==> src/rtl/core/tlbpt_pkg.sv <==
package tlbpt_pkg;

    localparam int TLB_ENTRIES = 16;
    localparam int FRAME_COUNT = 128;
    localparam int OFFSET_BITS = 8;

    localparam int ADDR_W  = 16;
    localparam int PHYS_W  = 15;
    localparam int COUNT_W = 32;

    localparam int PAGE_W    = ADDR_W - OFFSET_BITS;
    localparam int FRAME_W   = $clog2(FRAME_COUNT);
    localparam int TLB_IDX_W = (TLB_ENTRIES > 1) ? $clog2(TLB_ENTRIES) : 1;
    localparam int PA_FULL_W = (FRAME_W + OFFSET_BITS > PHYS_W) ? FRAME_W + OFFSET_BITS
                                                                 : PHYS_W;

    typedef logic [ADDR_W-1:0]      addr_t;
    typedef logic [PAGE_W-1:0]      page_t;
    typedef logic [OFFSET_BITS-1:0] offset_t;
    typedef logic [FRAME_W-1:0]     frame_t;
    typedef logic [TLB_IDX_W-1:0]   tlb_idx_t;
    typedef logic [PHYS_W-1:0]      phys_t;
    typedef logic [COUNT_W-1:0]     count_t;

    localparam frame_t   FRAME_LAST = FRAME_W'(FRAME_COUNT - 1);
    localparam tlb_idx_t TLB_LAST   = TLB_IDX_W'(TLB_ENTRIES - 1);
    localparam count_t   COUNT_MAX  = '1;

    // frame above the offset, cut to the physical address field
    function automatic phys_t phys_addr(frame_t frame, offset_t offset);
        logic [PA_FULL_W-1:0] wide;
        wide = (PA_FULL_W'(frame) << OFFSET_BITS) | PA_FULL_W'(offset);
        return wide[PHYS_W-1:0];
    endfunction

    function automatic count_t bump(count_t c);
        return (c == COUNT_MAX) ? c : c + 1'b1;
    endfunction

endpackage

==> src/rtl/core/tlbpt_ram.sv <==
module tlbpt_ram #(
    parameter int WIDTH = 8,
    parameter int DEPTH = 128
) (
    input  logic                     clk,
    input  logic                     wr_en,
    input  logic [$clog2(DEPTH)-1:0] wr_addr,
    input  logic [WIDTH-1:0]         wr_data,
    input  logic [$clog2(DEPTH)-1:0] rd_addr,
    output logic [WIDTH-1:0]         rd_data
);

    logic [WIDTH-1:0] mem [0:DEPTH-1];

    always_ff @(posedge clk)
    begin
        if (wr_en)
        begin
            mem[wr_addr] <= wr_data;
        end
        rd_data <= mem[rd_addr];
    end

endmodule

==> src/rtl/core/tlb_page_translator.sv <==
// channel  | direction | handshake          | payload
// in       | into      | in_valid/in_stall  | vaddr
// out      | out of    | out_valid/out_stall| paddr, tlb_hit, page_fault,
//          |           |                    | hit_total, fault_total
//
// TLB hit: S_TLB goes straight to S_DONE. TLB miss: the frame table RAM is walked one
// entry per cycle from frame 0, stopping at the owner, at the first unused frame or at the
// last frame, then S_FILL updates the TLB (and the table on a fault) before S_DONE.
// Reset clears TLB valid bits, pointers and counters; frame table use is tracked by a
// fill count, so no clearing pass is needed. One beat is in work at a time; the next
// beat is taken once a result is loaded, even while out_stall holds it.
module tlb_page_translator (
    input  logic                   clk,
    input  logic                   rst_n,
    input  logic                   in_valid,
    output logic                   in_stall,
    input  tlbpt_pkg::addr_t       vaddr,
    output logic                   out_valid,
    input  logic                   out_stall,
    output tlbpt_pkg::phys_t       paddr,
    output logic                   tlb_hit,
    output logic                   page_fault,
    output tlbpt_pkg::count_t      hit_total,
    output tlbpt_pkg::count_t      fault_total
);

    localparam logic [2:0] S_IDLE = 3'd0;
    localparam logic [2:0] S_TLB  = 3'd1;
    localparam logic [2:0] S_WALK = 3'd2;
    localparam logic [2:0] S_FILL = 3'd3;
    localparam logic [2:0] S_DONE = 3'd4;

    logic [2:0]            state_reg, state_next;
    tlbpt_pkg::addr_t      addr_reg, addr_next;
    tlbpt_pkg::frame_t     frame_reg, frame_next;
    logic                  hit_reg, hit_next;
    logic                  fault_reg, fault_next;

    logic                  tlb_valid_reg [0:tlbpt_pkg::TLB_ENTRIES-1];
    logic                  tlb_valid_next [0:tlbpt_pkg::TLB_ENTRIES-1];
    tlbpt_pkg::page_t      tlb_page_reg [0:tlbpt_pkg::TLB_ENTRIES-1];
    tlbpt_pkg::page_t      tlb_page_next [0:tlbpt_pkg::TLB_ENTRIES-1];
    tlbpt_pkg::frame_t     tlb_frame_reg [0:tlbpt_pkg::TLB_ENTRIES-1];
    tlbpt_pkg::frame_t     tlb_frame_next [0:tlbpt_pkg::TLB_ENTRIES-1];
    tlbpt_pkg::tlb_idx_t   fill_ptr_reg, fill_ptr_next;

    tlbpt_pkg::frame_t     next_free_reg, next_free_next;
    logic                  frames_full_reg, frames_full_next;

    tlbpt_pkg::frame_t     walk_idx_reg, walk_idx_next;
    logic                  issue_reg, issue_next;
    logic                  pend_reg, pend_next;
    tlbpt_pkg::frame_t     data_idx_reg, data_idx_next;

    tlbpt_pkg::count_t     hit_cnt_reg, hit_cnt_next;
    tlbpt_pkg::count_t     fault_cnt_reg, fault_cnt_next;

    logic                  out_valid_reg, out_valid_next;
    tlbpt_pkg::phys_t      out_phys_reg, out_phys_next;
    logic                  out_hit_reg, out_hit_next;
    logic                  out_fault_reg, out_fault_next;

    logic                  ram_we;
    tlbpt_pkg::page_t      ram_rdata;

    tlbpt_pkg::page_t      page;
    tlbpt_pkg::offset_t    offset;
    logic                  tlb_match;
    tlbpt_pkg::frame_t     tlb_match_frame;
    logic                  owner_valid;

    assign page   = addr_reg[tlbpt_pkg::ADDR_W-1:tlbpt_pkg::OFFSET_BITS];
    assign offset = addr_reg[tlbpt_pkg::OFFSET_BITS-1:0];

    // frames are handed out in order, so the used ones are a prefix until the table fills
    assign owner_valid = frames_full_reg || (data_idx_reg < next_free_reg);

    tlbpt_ram #(
        .WIDTH (tlbpt_pkg::PAGE_W),
        .DEPTH (tlbpt_pkg::FRAME_COUNT)
    ) u_owner_ram (
        .clk     (clk),
        .wr_en   (ram_we),
        .wr_addr (frame_reg),
        .wr_data (page),
        .rd_addr (walk_idx_reg),
        .rd_data (ram_rdata)
    );

    // lowest matching entry wins
    always_comb
    begin
        tlb_match       = 1'b0;
        tlb_match_frame = '0;
        for (int i = tlbpt_pkg::TLB_ENTRIES - 1; i >= 0; i--)
        begin
            if (tlb_valid_reg[i] && (tlb_page_reg[i] == page))
            begin
                tlb_match       = 1'b1;
                tlb_match_frame = tlb_frame_reg[i];
            end
        end
    end

    always_comb
    begin
        state_next       = state_reg;
        addr_next        = addr_reg;
        frame_next       = frame_reg;
        hit_next         = hit_reg;
        fault_next       = fault_reg;
        tlb_valid_next   = tlb_valid_reg;
        tlb_page_next    = tlb_page_reg;
        tlb_frame_next   = tlb_frame_reg;
        fill_ptr_next    = fill_ptr_reg;
        next_free_next   = next_free_reg;
        frames_full_next = frames_full_reg;
        walk_idx_next    = walk_idx_reg;
        issue_next       = issue_reg;
        pend_next        = pend_reg;
        data_idx_next    = data_idx_reg;
        hit_cnt_next     = hit_cnt_reg;
        fault_cnt_next   = fault_cnt_reg;
        out_valid_next   = out_valid_reg;
        out_phys_next    = out_phys_reg;
        out_hit_next     = out_hit_reg;
        out_fault_next   = out_fault_reg;
        ram_we           = 1'b0;

        if (out_valid_reg && !out_stall)
        begin
            out_valid_next = 1'b0;
        end

        case (state_reg)
            S_IDLE:
            begin
                if (in_valid)
                begin
                    addr_next  = vaddr;
                    state_next = S_TLB;
                end
            end
            S_TLB:
            begin
                fault_next = 1'b0;
                if (tlb_match)
                begin
                    hit_next   = 1'b1;
                    frame_next = tlb_match_frame;
                    state_next = S_DONE;
                end
                else
                begin
                    hit_next      = 1'b0;
                    walk_idx_next = '0;
                    issue_next    = 1'b1;
                    pend_next     = 1'b0;
                    state_next    = S_WALK;
                end
            end
            S_WALK:
            begin
                // read address runs one ahead of the compare
                walk_idx_next = walk_idx_reg + 1'b1;
                issue_next    = issue_reg && (walk_idx_reg != tlbpt_pkg::FRAME_LAST);
                pend_next     = issue_reg;
                data_idx_next = walk_idx_reg;
                if (pend_reg)
                begin
                    if (owner_valid && (ram_rdata == page))
                    begin
                        frame_next = data_idx_reg;
                        pend_next  = 1'b0;
                        state_next = S_FILL;
                    end
                    else if (!owner_valid || (data_idx_reg == tlbpt_pkg::FRAME_LAST))
                    begin
                        frame_next = next_free_reg;
                        fault_next = 1'b1;
                        pend_next  = 1'b0;
                        state_next = S_FILL;
                    end
                end
            end
            S_FILL:
            begin
                if (fault_reg)
                begin
                    ram_we = 1'b1;
                    if (next_free_reg == tlbpt_pkg::FRAME_LAST)
                    begin
                        next_free_next   = '0;
                        frames_full_next = 1'b1;
                    end
                    else
                    begin
                        next_free_next = next_free_reg + 1'b1;
                    end
                    // drop stale translations to the reused frame
                    for (int i = 0; i < tlbpt_pkg::TLB_ENTRIES; i++)
                    begin
                        if (tlb_frame_reg[i] == frame_reg)
                        begin
                            tlb_valid_next[i] = 1'b0;
                        end
                    end
                end
                tlb_valid_next[fill_ptr_reg] = 1'b1;
                tlb_page_next[fill_ptr_reg]  = page;
                tlb_frame_next[fill_ptr_reg] = frame_reg;
                fill_ptr_next = (fill_ptr_reg == tlbpt_pkg::TLB_LAST) ? '0
                                                                      : fill_ptr_reg + 1'b1;
                state_next = S_DONE;
            end
            S_DONE:
            begin
                if (!out_valid_reg || !out_stall)
                begin
                    out_valid_next = 1'b1;
                    out_phys_next  = tlbpt_pkg::phys_addr(frame_reg, offset);
                    out_hit_next   = hit_reg;
                    out_fault_next = fault_reg;
                    if (hit_reg)
                    begin
                        hit_cnt_next = tlbpt_pkg::bump(hit_cnt_reg);
                    end
                    if (fault_reg)
                    begin
                        fault_cnt_next = tlbpt_pkg::bump(fault_cnt_reg);
                    end
                    state_next = S_IDLE;
                end
            end
            default:
            begin
                state_next = S_IDLE;
            end
        endcase
    end

    always_ff @(posedge clk or negedge rst_n)
    begin
        if (!rst_n)
        begin
            state_reg       <= S_IDLE;
            fill_ptr_reg    <= '0;
            next_free_reg   <= '0;
            frames_full_reg <= 1'b0;
            issue_reg       <= 1'b0;
            pend_reg        <= 1'b0;
            hit_cnt_reg     <= '0;
            fault_cnt_reg   <= '0;
            out_valid_reg   <= 1'b0;
            for (int i = 0; i < tlbpt_pkg::TLB_ENTRIES; i++)
            begin
                tlb_valid_reg[i] <= 1'b0;
            end
        end
        else
        begin
            state_reg       <= state_next;
            fill_ptr_reg    <= fill_ptr_next;
            next_free_reg   <= next_free_next;
            frames_full_reg <= frames_full_next;
            issue_reg       <= issue_next;
            pend_reg        <= pend_next;
            hit_cnt_reg     <= hit_cnt_next;
            fault_cnt_reg   <= fault_cnt_next;
            out_valid_reg   <= out_valid_next;
            tlb_valid_reg   <= tlb_valid_next;
        end
    end

    always_ff @(posedge clk)
    begin
        addr_next_dummy_guard:
        begin
            addr_reg      <= addr_next;
            frame_reg     <= frame_next;
            hit_reg       <= hit_next;
            fault_reg     <= fault_next;
            walk_idx_reg  <= walk_idx_next;
            data_idx_reg  <= data_idx_next;
            out_phys_reg  <= out_phys_next;
            out_hit_reg   <= out_hit_next;
            out_fault_reg <= out_fault_next;
            tlb_page_reg  <= tlb_page_next;
            tlb_frame_reg <= tlb_frame_next;
        end
    end

    assign in_stall    = (state_reg != S_IDLE);
    assign out_valid   = out_valid_reg;
    assign paddr       = out_phys_reg;
    assign tlb_hit     = out_hit_reg;
    assign page_fault  = out_fault_reg;
    assign hit_total   = hit_cnt_reg;
    assign fault_total = fault_cnt_reg;

`ifndef SYNTH
    a_hit_fault_excl: assert property (@(posedge clk) disable iff (!rst_n)
        out_valid_reg |-> !(out_hit_reg && out_fault_reg))
        else $error("result flags both hit and fault");

    a_accept_starts: assert property (@(posedge clk) disable iff (!rst_n)
        (in_valid && !in_stall) |=> (state_reg == S_TLB))
        else $error("accepted beat did not start a lookup");

    a_fault_advances: assert property (@(posedge clk) disable iff (!rst_n)
        (state_reg == S_FILL && fault_reg) |=> (next_free_reg != $past(next_free_reg)))
        else $error("page fault did not advance the frame pointer");

    a_hit_no_walk: assert property (@(posedge clk) disable iff (!rst_n)
        (state_reg == S_TLB && tlb_match) |=> (state_reg == S_DONE && hit_reg))
        else $error("TLB hit did not go straight to the result");
`endif

endmodule

==> config.mk <==
export PLATFORM = sky130hd
export DESIGN_NAME = tlb_page_translator
export DESIGN_NICKNAME = d
export VERILOG_FILES = /design/src/rtl/core/tlbpt_pkg.sv /design/src/rtl/core/tlbpt_ram.sv /design/src/rtl/core/tlb_page_translator.sv
export SDC_FILE = /design/constraint.sdc
export NUM_CORES = 2
export LEC_CHECK = 0
export ABC_CLOCK_PERIOD_IN_PS = 5400
export BUFFER_PORTS_ARGS = -buffer_cell sky130_fd_sc_hd__buf_2
export CORE_MARGIN = 2
export CORE_UTILIZATION = 50
export DETAILED_ROUTE_END_ITERATION = 10
export PLACE_DENSITY = 0.66
export SYNTH_ARGS = -nofsm -noshare
export SYNTH_HDL_FRONTEND = slang
export SYNTH_HIERARCHICAL = 1
export SYNTH_SLANG_ARGS = --single-unit
==> constraint.sdc <==
create_clock -name clk -period 5.4 [get_ports clk]
set_input_delay 0.54 -clock clk [delete_from_list [all_inputs] [get_ports clk]]
set_output_delay 0.54 -clock clk [all_outputs]
set_load 0.05 [all_outputs]
======== After elaboration in Yosys (flattened, before gate mapping) ========
Memories as Yosys holds them, arrays and structs flattened. A register that Yosys moved wholly into a read port is not among the register bits.
Cells that the tools add are included.
cells by class
  equal/unequal tests ..................... 51
  $lt $le $gt $ge ......................... 3
  add/subtract/negate cells ............... 5
  mux-type cells .......................... 93
  reduce and logical (&&, ||, !) cells .... 39
  bitwise logic cells ..................... 5
operator list
  cell                   number
  $mux 7                 23
  $eq 8x8->1             17
  $bwmux 128             1
  $bwmux 112             1
  $eq 7x7->1             16
  $add 32x1->32 const B  2
  $eq 32x32->1 const B   2
  $mux 1                 49
  $demux 8 s4            1
  $mux 16                2
  $demux 7 s4            1
  $pmux 7 s2             2
  $logic_and 1x1->1      20
  $reduce_and 4->1       5
  $mux 3                 6
  $or 16x16->16          1
  $or 15x8->15           1
  $pmux 3 s5             1
  $add 7x1->7 const B    2
  $eq 7x7->1 const B     2
  $ne 2x2->1 const B     7
  $mux 8                 1
  $reduce_and 2->1       4
  $lt 7x7->1             1
  other kinds (20)       28
storage, ports and cells
  output and inout port bits .............. 83
  input port bits ......................... 20
  word-level logic and storage cells ...... 263
  flip-flop bits (word level) ............. 394
  RAM bits ................................ 1024
  memories ................................ 1
memory list
  memory           depth  bits a word  read ports  clocked after memory_dff  wr ports  line             text
  u_owner_ram.mem  128    8            1           1                         1         tlbpt_ram.sv:13  logic [WIDTH-1:0] mem [0:DEPTH-1];

======== Depth between registers and ports, before layout ========
  word-level depth ........................ 20
  gate-level depth with buffers ........... 11
  mapped depth without buffers ............ 9

======== By module ========
Netlist, hierarchy kept.
modules (own cells, without submodules)
  module               times used  area each (µm²)  sequential area each (µm²)  cells each
  tlbpt_ram            1           39665.5          30909.6                     1635
  tlb_page_translator  1           17948.5          11340.9                     1358

======== Worst setup path before layout ========
Ideal clock, no wire load.
  kind .................................... reg-to-reg
  start point ............................. register addr_reg[12]
  end point ............................... register frame_reg[0] (enable)
  stages on the path, launching flop included .. 11
  period minus slack after synthesis ...... 4.464 ns
  buffers on the path ..................... 2
  setup slack ............................. 0.936 ns
  data required time ...................... 5.040 ns
  arrival ................................. 4.104 ns
  setup time .............................. 0.360 ns
  cell sequence ........................... edfxtp_1 -> buf_4 -> xnor2_1 -> nand3_1 -> or4b_1 -> clkbuf_1 -> and2_1 -> nand3_1 -> nand2b_1 -> a21oi_1 -> nor2_1
between the ends
  longest elaborated chain between the ends .. 20
  elaborated cells on any way between the ends .. 53
  classes of those cells .................. eq/ne (19); mux (16); reduce/logical (18)
ends and longest elaborated chain
  what                                   line                        text
  from (decl)                            tlb_page_translator.sv:34   tlbpt_pkg::addr_t addr_reg, addr_next;
  from (signal assigned)                 tlb_page_translator.sv:279  addr_reg <= addr_next;
  $eq 8x8->1                             tlb_page_translator.sv:97   if (tlb_valid_reg[i] && (tlb_page_reg[i] == page))
  $logic_and 1x1->1                      tlb_page_translator.sv:97
  $mux 1 (15 in a row)                   tlb_page_translator.sv:97
  $mux 1 (*)                             tlb_page_translator.sv:97
  via tlb_match                          tlb_page_translator.sv:68   logic tlb_match;
  $ne 2x2->1 (no source line) (*)        n/a
  $reduce_and 4->1 (no source line) (*)  n/a
  to (signal assigned)                   tlb_page_translator.sv:280  frame_reg <= frame_next;
  to (decl)                              tlb_page_translator.sv:35   tlbpt_pkg::frame_t frame_reg, frame_next;
The timed path passes the listed nets; every way through them passes the cells marked *.
A chain may end at the register's enable or synchronous reset.

======== Worst setup path in the final report ========
  start point ............................. register state_reg[0]
  end point ............................... memory u_owner_ram.mem[93][3] (enable)
between the ends
  longest elaborated chain between the ends .. 4
ends and longest elaborated chain
  what                          line                        text
  from (decl)                   tlb_page_translator.sv:33   logic [2:0] state_reg, state_next;
  from (signal assigned)        tlb_page_translator.sv:262  state_reg <= state_next;
  $eq 3x2->1                    tlb_page_translator.sv:135  case (state_reg)
  $mux 1                        tlb_page_translator.sv:135
  $mux 1                        tlbpt_ram.sv:17             if (wr_en)
  $mux 1 (not written as such)  tlbpt_ram.sv:19             mem[wr_addr] <= wr_data;
  to (decl)                     tlbpt_ram.sv:13
No other way between the ends.

==> metrics.txt <==
# TYPE chip_impl_metric gauge
chip_impl_info{name="status",value="complete, no violations"} 1
chip_impl_metric{name="async_flop_share",unit=""} 0.06872
chip_impl_metric{name="tightest_slew",unit="ps"} 1416
chip_impl_metric{name="fraction_of_power_consumed_by_sequential_logic",unit=""} 0.429
chip_impl_metric{name="cts_made_buffers",unit=""} 145
chip_impl_metric{name="final-setup-viol-count",unit=""} 0
chip_impl_metric{name="net-switching-power",unit="mW"} 9.074
chip_impl_metric{name="grt_max_degree",unit=""} 100
chip_impl_metric{name="max_freq",unit="MHz"} 254.5
chip_impl_info{name="critical_path.slowest_cell",value="nand3_1"} 1
chip_impl_info{name="ys_top_cells_by_count",value="edfxtp_1, mux4_2, nor2_1"} 1
chip_impl_metric{name="post-place-ws",unit="ps"} 1531
chip_impl_info{name="rsz0062_at_grt",value="false"} 1
chip_impl_metric{name="cts.path.max_buffers",unit=""} 3
chip_impl_metric{name="antennaDiodeCount",unit=""} 0
chip_impl_metric{name="synthToLayoutAreaGrowth",unit="%"} 13.19
chip_impl_metric{name="netlist-cell-type-count",unit=""} 70
chip_impl_metric{name="port_buffers",unit=""} 102
chip_impl_metric{name="number_of_antenna_violations_at_the_first_check_in_global_routing",unit=""} 2
chip_impl_metric{name="gpl.final_weighted_congestion",unit=""} 0.9233
chip_impl_metric{name="cts.sinks",unit=""} 1426
chip_impl_metric{name="worst_setup_hold_path_clk_slew",unit="ps"} 60
chip_impl_metric{name="synth-seq-cells",unit=""} 1426
chip_impl_metric{name="maxCapViolations",unit=""} 0
chip_impl_metric{name="drt-total-wl",unit="um"} 130500
chip_impl_metric{name="worstPathMaxFanout",unit=""} 31
chip_impl_metric{name="relSlewSlack",unit=""} 0.05360
chip_impl_info{name="tritoncts",value="built"} 1
chip_impl_metric{name="floorplan.io_pins",unit=""} 103
chip_impl_info{name="holdCritPathClass",value="input port to flop"} 1
chip_impl_metric{name="first_drt_iteration_drcs",unit=""} 3453
chip_impl_metric{name="yosys.area.top_type_share",unit=""} 0.6880
chip_impl_metric{name="fp.dieH",unit="um"} 343.5
chip_impl_metric{name="path_buf_inv",unit=""} 1
chip_impl_metric{name="grt_overflow",unit=""} 0
chip_impl_metric{name="cp_data_arrival_time",unit="ps"} 4300
chip_impl_metric{name="tns",unit="ps"} 0
chip_impl_metric{name="power_share_of_the_combinational_group",unit=""} 0.253
chip_impl_metric{name="slowest_delay",unit="ps"} 1130
chip_impl_metric{name="netlist_instances",unit=""} 2993
chip_impl_metric{name="via_per_inst",unit=""} 6.006
chip_impl_metric{name="initial_utilization",unit=""} 0.5039
chip_impl_metric{name="synth_area_per_cell",unit="um2"} 19.25
chip_impl_info{name="critical_path.cell_chain",value="nor2b_1, and3_1, buf_4, nand3_1, nor2_1"} 1
chip_impl_metric{name="largest_register_ffs",unit=""} 1024
chip_impl_info{name="crit_family",value="simple AND/OR/NAND/NOR gates"} 1
chip_impl_metric{name="p_sw_frac",unit=""} 0.2893
chip_impl_metric{name="vias",unit=""} 29210
chip_impl_metric{name="drt_first_pass_iters",unit=""} 7
chip_impl_metric{name="final.period_utilization",unit=""} 0.7276
chip_impl_info{name="root_buffer",value="clkbuf_16"} 1
chip_impl_metric{name="count_of_final_hold_check_violations",unit=""} 0
chip_impl_metric{name="fp.dieW",unit="um"} 343.5
chip_impl_metric{name="synth_sequential_area_ratio",unit=""} 0.7333
chip_impl_info{name="critPathLaunchType",value="flop"} 1
chip_impl_metric{name="synth_enable_flop_cells",unit=""} 1320
chip_impl_metric{name="cp_data_required_time",unit="ps"} 5770
chip_impl_metric{name="post-route-drc-count",unit=""} 0
chip_impl_metric{name="nNetsFinal",unit=""} 3263
chip_impl_info{name="critPathCaptureType",value="flop"} 1
chip_impl_metric{name="min_period",unit="ps"} 3929
chip_impl_metric{name="share_clk_of_total_power",unit=""} 0.318
chip_impl_metric{name="fin_ws",unit="ps"} 1471
chip_impl_metric{name="postRouteAntennaNets",unit=""} 0
chip_impl_metric{name="grt_pass1_wl",unit="um"} 194900
chip_impl_metric{name="hpwlAfterDp",unit="um"} 82600
chip_impl_metric{name="power_density",unit="nW/um2"} 481.0
chip_impl_metric{name="slew_violations",unit=""} 0
chip_impl_metric{name="synthesis.yosys.warnings",unit=""} 6
chip_impl_info{name="postSynth.topFlopCell",value="edfxtp_1"} 1
chip_impl_metric{name="wl_per_cell",unit="um"} 26.83
chip_impl_info{name="synthTopCellsByArea",value="edfxtp_1, mux4_2, dfrtp_1"} 1
chip_impl_metric{name="cts_setup_buffers",unit=""} 0
chip_impl_metric{name="post_synthesis_cell_area",unit="um2"} 57610
chip_impl_metric{name="fp.coreArea",unit="um2"} 114300
chip_impl_metric{name="clkLatencyLatePin",unit="ps"} 750
chip_impl_metric{name="synth_fp_nets",unit=""} 3027
chip_impl_metric{name="placement_rows",unit=""} 124
chip_impl_info{name="crit_type",value="flop to flop"} 1
chip_impl_metric{name="vias_in_the_first_global_route",unit=""} 30080
chip_impl_info{name="synth.largest_area_cell",value="edfxtp_1"} 1
chip_impl_metric{name="clock-skew-final",unit="ps"} 25.96
chip_impl_metric{name="power.leakage",unit="nW"} 21.37
chip_impl_metric{name="h-tree-depth",unit=""} 4
chip_impl_metric{name="internal-power",unit="mW"} 22.29
chip_impl_metric{name="post_route_cells_drive_above_1_share",unit=""} 0.2387
chip_impl_metric{name="groute.usage.overall",unit=""} 0.2243
chip_impl_metric{name="die-area",unit="um2"} 118000
chip_impl_info{name="yosys.cell_count.top_type",value="edfxtp_1"} 1
chip_impl_metric{name="vdd_ir_drop_max",unit="uV"} 407.4
[logic make-up (layout without fill, tap and decap cells)]
group	count (synthesis)	in the layout	synth area share
compound gates	145	145	0.01776
xor+xnor	319	319	0.04849
fa+ha+maj	14	14	0.003040
buf+inv	171	529	0.01420
flops	1426	1426	0.7333
mux	353	353	0.1346
simple gates	565	565	0.04858
[metrics by stage]
stage	instances	power (mW)	cell area (um2)	hold WS (ps)	utilization
2_1_floorplan	2993	19.10	57610	244.4	-
3_3_place_gp	4575	21.51	60250	406.0	0.5269
3_5_place_dp	4576	21.67	60270	411.8	0.5271
4_1_cts	4862	31.65	65200	75.92	0.5702
5_1_grt	4863	32.53	65220	141.0	0.5703
6_report	4863	31.37	65220	165.0	0.5703
[power groups by stage]
| stage | Clock, mW | Combinational [mW] | Sequential [mW] |
|---|---|---|---|
| 5_1_grt | 10.6 | 8.43 | 13.5 |
| 4_1_cts | 10.2 | 8.03 | 13.5 |
| 2_1_floorplan | 0 | 5.22 | 13.9 |
| 6_report | 9.98 | 7.92 | 13.5 |
| 3_3_place_gp | 0 | 7.85 | 13.7 |
| 3_5_place_dp | 0 | 7.99 | 13.7 |
[per-layer routing]
metal | vias to the layer above | part of all wire | track usage
li1 | 12450 | - | -
met1 | 15400 | 0.41 | 0.3086
met2 | 1162 | 0.50 | 0.3695
met3 | 201 | 0.069 | 0.03802
met4 | 0 | 0.027 | 0.07123
met5 | - | 0 | 0
[worst register-to-register path: cells and delay by family, from the launching register on]
| family | cells | cell delay (ps) |
|---|---|---|
| AND/OR/NAND/NOR | 4 | 2760 |
| buffers and inverters | 1 | 430 |
| flip-flops | 1 | 380 |
[final timing paths]
check                              from                      to  slack [ps]  cells after the start
setup / recovery           state_reg[0]  u_owner_ram/mem[93][3]        1470                      5
hold reg to reg             addr_reg[6]                paddr[6]         420                      0
hold / removal                out_stall               out_valid         170                      3
min in group asynchronous         rst_n           hit_total[10]         370                      2
setup reg to reg           state_reg[0]  u_owner_ram/mem[93][3]        1470                      5
max in group asynchronous         rst_n        tlb_valid_reg[0]        3700                      3
[cell type report]
class	instances	area, um2
flip-flops and latches	1426	42250
multi-input cells	1396	14600
inverters	35	131.4
repair buffers	225	1580
clock inverters	77	814.5
well taps	1512	1892
clock buffers	192	3951
fillers	8329	49130
[cell usage in the layout, fill, tap and decap left out, types with 11 or more instances in the layout]
cell | netlist | routed
edfxtp_1 | 1320 | 1320
mux4_2 | 336 | 336
nor2_1 | 176 | 176
xor2_1 | 171 | 171
clkbuf_16 | 0 | 150
xnor2_1 | 148 | 148
buf_2 | 18 | 101
dfrtp_1 | 98 | 98
buf_4 | 19 | 98
nand2_1 | 97 | 97
nand3_1 | 79 | 79
nor3_1 | 61 | 51
nand4_1 | 41 | 41
clkbuf_1 | 66 | 38
inv_1 | 35 | 35
a21oi_1 | 31 | 31
nor4_1 | 29 | 29
a21o_1 | 24 | 24
clkinv_1 | 0 | 24
clkinv_2 | 0 | 21
o21ai_0 | 18 | 18
dlygate4sd3_1 | 0 | 17
ha_1 | 14 | 14
bufinv_16 | 0 | 14
and3_1 | 13 | 13
mux2_2 | 13 | 13
nor2b_1 | 12 | 12
nor3_2 | 1 | 11
[repair_timing]
item | CTS | global route
resized for setup | 0 | 0
hold endpoints to repair | 57 | 0
hold buffers | 17 | 0
setup endpoints to repair | 0 | 0
(Power assumes the default switching activity.)
